### config.mk
export PLATFORM = sky130hd
export DESIGN_NAME = imu_sts_cordic
export DESIGN_NICKNAME = d
export VERILOG_FILES = /design/src/rtl/imu_scale_and_tilt_smoother_unit_macros.svh /design/src/rtl/imu_sts_pkg.sv /design/src/rtl/imu_sts_cordic.sv
export SDC_FILE = /design/constraint.sdc
export NUM_CORES = 1
export LEC_CHECK = 0
export BUFFER_PORTS_ARGS = -buffer_cell sky130_fd_sc_hd__buf_2
export CAP_MARGIN = 20
export CORE_MARGIN = 2
export CORE_UTILIZATION = 60
export CTS_CLUSTER_DIAMETER = 200
export CTS_CLUSTER_SIZE = 16
export DETAILED_ROUTE_END_ITERATION = 8
export PLACE_DENSITY = 0.89
export SLEW_MARGIN = 20
export SYNTH_ARGS = -nofsm -noshare
export SYNTH_HDL_FRONTEND = slang
export SYNTH_SLANG_ARGS = --single-unit
### constraint.sdc
create_clock -name clock -period 17.2 [get_ports clock]
set_input_delay 0.86 -clock clock [delete_from_list [all_inputs] [get_ports clock]]
set_output_delay 0.86 -clock clock [all_outputs]
set_load 0.01 [all_outputs]
### src/rtl/imu_scale_and_tilt_smoother_unit_macros.svh
// Assertion macros shared by the IMU scale and tilt smoother RTL.
// Depends on nothing; each use is clocked by clock and disabled in reset.
`ifndef IMU_SCALE_AND_TILT_SMOOTHER_UNIT_MACROS_SVH
`define IMU_SCALE_AND_TILT_SMOOTHER_UNIT_MACROS_SVH

// same-cycle implication
`define IMU_ASSERT_IMP(lbl, ante, cons, msg) \
   lbl: assert property (@(posedge clock) disable iff (reset) (ante) |-> (cons)) \
      else $error(msg);

// next-cycle implication
`define IMU_ASSERT_NXT(lbl, ante, cons, msg) \
   lbl: assert property (@(posedge clock) disable iff (reset) (ante) |=> (cons)) \
      else $error(msg);

`endif

### src/rtl/imu_sts_pkg.sv
// Package for the IMU scale and tilt smoother: action and register codes,
// fixed constants and the CORDIC arctangent table. No dependencies.
package imu_sts_pkg;

   // action codes carried on req_tuser
   localparam logic [1:0] ACT_SAMPLE = 2'd0;
   localparam logic [1:0] ACT_FAIL   = 2'd1;
   localparam logic [1:0] ACT_RECONF = 2'd2;

   // configuration register indexes
   localparam logic REG_ALPHA = 1'b0;
   localparam logic REG_LIMIT = 1'b1;

   localparam logic [16:0] ALPHA_ONE   = 17'd65536;
   localparam logic [16:0] ALPHA_RESET = 17'd13107;
   localparam logic [7:0]  LIMIT_RESET = 8'd5;
   localparam logic [7:0]  TALLY_MAX   = 8'd255;

   // scale factors: milli-g = raw*125/2^11, mrad/s = raw*K/2^24
   localparam logic [21:0] ACCEL_K = 22'd125;
   localparam logic [21:0] GYRO_K  = 22'd2235249;

   // CORDIC datapath widths and angle format (mrad, 24 fraction bits)
   localparam int TAB_FRAC = 24;
   localparam int TAB_LEN  = 24;
   localparam int ZW       = 40;
   localparam int XW       = 44;
   localparam logic signed [ZW-1:0] PI_Q24 = 40'sd52707178533;

   // atan(2^-i) in mrad, Q24
   localparam logic signed [ZW-1:0] ATAN_TAB [TAB_LEN] = '{
      40'sd13176794633, 40'sd7778716084, 40'sd4110059947, 40'sd2086330604,
      40'sd1047213858,  40'sd524117433,  40'sd262122670,  40'sd131069333,
      40'sd65535667,    40'sd32767958,   40'sd16383995,   40'sd8191999,
      40'sd4096000,     40'sd2048000,    40'sd1024000,    40'sd512000,
      40'sd256000,      40'sd128000,     40'sd64000,      40'sd32000,
      40'sd16000,       40'sd8000,       40'sd4000,       40'sd2000
   };

   typedef struct packed {
      logic busy;
      logic done;
   } cordic_stat_type;

endpackage

### src/rtl/imu_sts_cordic.sv
// Iterative CORDIC vectoring unit: atan2(y, x), one micro-rotation per cycle.
// Depends on imu_sts_pkg (widths, pi, arctangent table).
module imu_sts_cordic import imu_sts_pkg::*; #(
   parameter int STEPS = 16,
   parameter int FRAC  = 16,
   localparam int AW   = 14 + FRAC
) (
   input  logic                 clock,
   input  logic                 reset,
   input  logic                 start,
   input  logic signed [XW-1:0] y_in,
   input  logic signed [XW-1:0] x_in,
   output logic signed [AW-1:0] angle,
   output cordic_stat_type      stat
);

   localparam int CW  = $clog2(STEPS + 1);
   localparam int RSH = TAB_FRAC - FRAC;
   localparam logic signed [ZW-1:0] RHALF = (ZW'(1) << RSH) >>> 1;

   logic signed [XW-1:0] x_ff, x_in_nxt, y_ff, y_in_nxt;
   logic signed [ZW-1:0] z_ff, z_in;
   logic [CW-1:0]        cnt_ff, cnt_in;
   logic                 busy_ff, busy_in, done_ff, done_in;
   logic signed [XW-1:0] dx, dy;
   logic signed [ZW-1:0] tab;

   // one rotation step, or the quadrant fold at start
   always_comb begin
      x_in_nxt = x_ff;
      y_in_nxt = y_ff;
      z_in     = z_ff;
      cnt_in   = cnt_ff;
      busy_in  = busy_ff;
      done_in  = 1'b0;
      dx       = y_ff >>> cnt_ff;
      dy       = x_ff >>> cnt_ff;
      tab      = ATAN_TAB[5'(cnt_ff)];
      if (start) begin
         cnt_in  = '0;
         busy_in = 1'b1;
         if (x_in < 0) begin
            z_in     = (y_in >= 0) ? PI_Q24 : -PI_Q24;
            x_in_nxt = -x_in;
            y_in_nxt = -y_in;
         end else begin
            z_in     = '0;
            x_in_nxt = x_in;
            y_in_nxt = y_in;
         end
      end else if (busy_ff) begin
         if (y_ff > 0) begin
            x_in_nxt = x_ff + dx;
            y_in_nxt = y_ff - dy;
            z_in     = z_ff + tab;
         end else if (y_ff < 0) begin
            x_in_nxt = x_ff - dx;
            y_in_nxt = y_ff + dy;
            z_in     = z_ff - tab;
         end
         cnt_in = cnt_ff + 1'b1;
         if (cnt_ff == CW'(STEPS - 1)) begin
            busy_in = 1'b0;
            done_in = 1'b1;
         end
      end
   end

   always_ff @(posedge clock) begin
      x_ff   <= x_in_nxt;
      y_ff   <= y_in_nxt;
      z_ff   <= z_in;
      cnt_ff <= cnt_in;
      if (reset) begin
         busy_ff <= 1'b0;
         done_ff <= 1'b0;
      end else begin
         busy_ff <= busy_in;
         done_ff <= done_in;
      end
   end

   // reduce to FRAC fraction bits, round half up
   assign angle     = AW'((z_ff + RHALF) >>> RSH);
   assign stat.busy = busy_ff;
   assign stat.done = done_ff;

endmodule

==> results.toml <==
[status]
status = "complete, no violations"

[sta]
rsz0062_at_grt = "false"
setup_viol = 0
relSlewSlack_pct = 16.73
hold_ws_ns = 0.5631
skew_ns = 0.01616
fin_crit_ns = 8.836
hold_violations = 0
final_max_slew_viol_count = 0
min_period_over_period_pct = 51.37
worst_pin_slew_ns = 1.245
max_freq_mhz = 113.2
setup-tns-final_ns = 0

[grt]
antenna_found_initial = 1
met1_usage_pct = 51.33
first_global_vias = 23550
top_usage_layer = "met2"
met3_usage_pct = 12.47
grt_pass1_wl_um = 135200
grt_max_degree = 90
grt_usage_pct = 41.70
use_met2_pct = 65.20
grt_overflow = 0

[yosys]
yosys-top-cells-area = "edfxtp_1 16%, mux4_2 11%, ha_1 8.0%"
yosys_warnings = 0
syn_nets = 3155
synth-simple-area-share_pct = 17.69
synth-seq-cells = 133
yosysTopAreaCellShare_pct = 15.67
synth_edf_count = 126
synth_ff_type = "edfxtp_1"
yosysSeqAreaShare_pct = 16.25
synth_area_leader_cell = "edfxtp_1"
synth.mux.area_fraction_pct = 18.13
synth_top_family_by_area = "compound AO/OA/AOI/OAI gates"
synth_cells = 2907
synthesis.area_um2 = 24140
ys_types = 102
synthAdderAreaFrac_pct = 8.231
ys_async_sr_fraction_pct = 0
synth_xor_area_share_pct = 11.54
synth_compound_area_share_pct = 23.62
syn_avg_cell_area_um2 = 8.304

[floorplanning]
io-pin-count = 123
dieArea_um2 = 41860
core_area_um2 = 39730
fp.dieH_um = 204.6
placementRows = 73
die_x_um = 204.6
start_util_pct = 60.76

[layout]
fin_nets = 3147
final_cell_mix = "295 x nand2_1, 234 x o21ai_0, 216 x a21oi_1"
multi_input_area_um2 = 19150
syn2layout_area_growth_pct = 5.701
final_common_cell = "nand2_1"
regArea_um2 = 3943
drive_gt1_share_pct = 14.53
fillers = 3382

[routing]
firstDrtPassIters = 7
drt_iter0_markers = 3761
wl_per_cell_um = 25.58
routed-via-count = 25090
drc = 0
avgViaCountPerCell = 7.297
drt_wl_total_um = 87950
ant_nets = 0

[cts]
clkTransAtPathRegs_ns = 0.06
cts_max_path_buffers = 2
post_cts_resized = 0
cts_setup_buffers = 0
ctsHoldBuffers = 0
h-tree-depth = 4
cts_tree = "done"
cts.sinks = 133
cts_made_buffers = 17
root_buffer = "clkbuf_16"
insertion_delay_ns = 0.49

[setup_path]
critPathMaxFanout = 59
crit_path_end_kind = "flip-flop"
arrival_ns = 9.04
crit_type = "reg2reg"
cp_data_required_time_ns = 17.41
start_kind = "flip-flop"

[min_path]
hold_class = "in2reg"

[job]
max_cap_violations = 0

[placement]
dp_hpwl_um = 64520
gp_congestion = 1.093
port-buffer-count = 122
-- metal layers --
metal | vias to the layer above | wire length, um
met4 | 0 | 5671
met2 | 1774 | 39150
met1 | 11880 | 32840
met5 | - | 0
li1 | 11030 | -
met3 | 403 | 10280
-- final cells by class --
cell class,count,share of cell area (%)
Sequential cell,133,15.45
Multi-Input combinational cell,2521,75.05
Antenna cell,1,0.009807
Clock buffer,21,1.804
Inverter,71,1.044
Timing Repair Buffer,155,3.388
Tap cell,525,2.574
Clock inverter,11,0.6816
-- logic make-up after synthesis --
group	count (synthesis)
buffers and inverters	253
DFF	133
adders and majority gates	157
xor gates and xnor gates	318
and+or+nand+nor	879
muxes	275
AOI/OAI and AO/OA	892
-- path summary, 6_finish.rpt --
check | start | to | slack (ns) | cells after the start
setup / recovery | cnt_ff[0]$_SDFFE_PP0P_ | x_ff[27]$_DFFE_PP_ | 8.36 | 25
hold / removal | reset | busy_ff$_SDFF_PP0_ | 0.56 | 2
setup reg to reg | cnt_ff[0]$_SDFFE_PP0P_ | x_ff[27]$_DFFE_PP_ | 8.36 | 25
hold reg to reg | busy_ff$_SDFF_PP0_ | cnt_ff[2]$_SDFFE_PP0P_ | 0.72 | 2
-- sequential cells by signal, indices dropped and copies added (netlist names) --
| register | cells |
|---|---|
| y_ff | 44 |
| cnt_ff | 5 |
| x_ff | 44 |
| done_ff | 1 |
| z_ff | 38 |
| busy_ff | 1 |
-- synthesized netlist by cell type, types with 7 or more instances --
cell	count
nand2_1	295
o21ai_0	234
a21oi_1	216
nor2_1	213
xnor2_1	199
ha_1	154
edfxtp_1	126
xor2_1	119
mux4_2	113
clkbuf_1	91
mux2i_1	90
nand3_1	68
inv_1	67
a21o_1	66
mux2_2	64
o31ai_1	53
nor3_1	49
buf_1	40
buf_2	35
a211oi_1	34
nand2b_1	33
or3_1	33
a31oi_1	28
and3_1	27
o21a_1	25
nor2b_1	22
nand4_1	21
o211ai_1	21
o22ai_1	21
a221oi_1	19
and2_1	19
a22oi_1	18
o21bai_1	18
or4_1	18
nor4_1	17
o41ai_1	15
or2_2	14
o21ai_1	12
a21boi_0	11
a41oi_1	9
buf_6	9
mux4_1	8
and4_1	7
dfxtp_1	7
o31a_1	7
-- worst max-delay path, cell delays in order (launching register included) --
cell and delay, ns:
dfxtp_4 0.73, buf_4 0.66, buf_4 0.62, inv_2 0.04, buf_4 0.40, mux2_2 0.42, a221o_1 0.36, a222oi_1 0.49
nand4_2 0.23, nor3_2 0.61, and2_1 0.33, inv_1 0.07, o21ai_0 0.22, xor2_1 0.39, ha_1 0.37, a21o_1 0.22
a21o_1 0.18, a221oi_1 0.35, o21ai_0 0.18, o21ai_0 0.32, a21boi_0 0.17, o21ai_0 0.25, a21oi_1 0.15, or4_1 0.42
a31oi_1 0.23, a21oi_1 0.06
-- stage by stage --
stage	instances	utilization (%)	instance area, um2	worst slack, ns
after global routing	3437	64.22	25510	7.891
after global placement	3405	62.60	24870	8.767
after floorplan	2907	-	24140	10.67
after detailed placement	3405	62.60	24870	8.694
final	3438	64.22	25520	8.364
after CTS	3437	64.20	25510	8.581
Power is left out: the tool's default activity adds up to more than one toggle a clock period on the data nets, which glitch-free logic cannot reach.
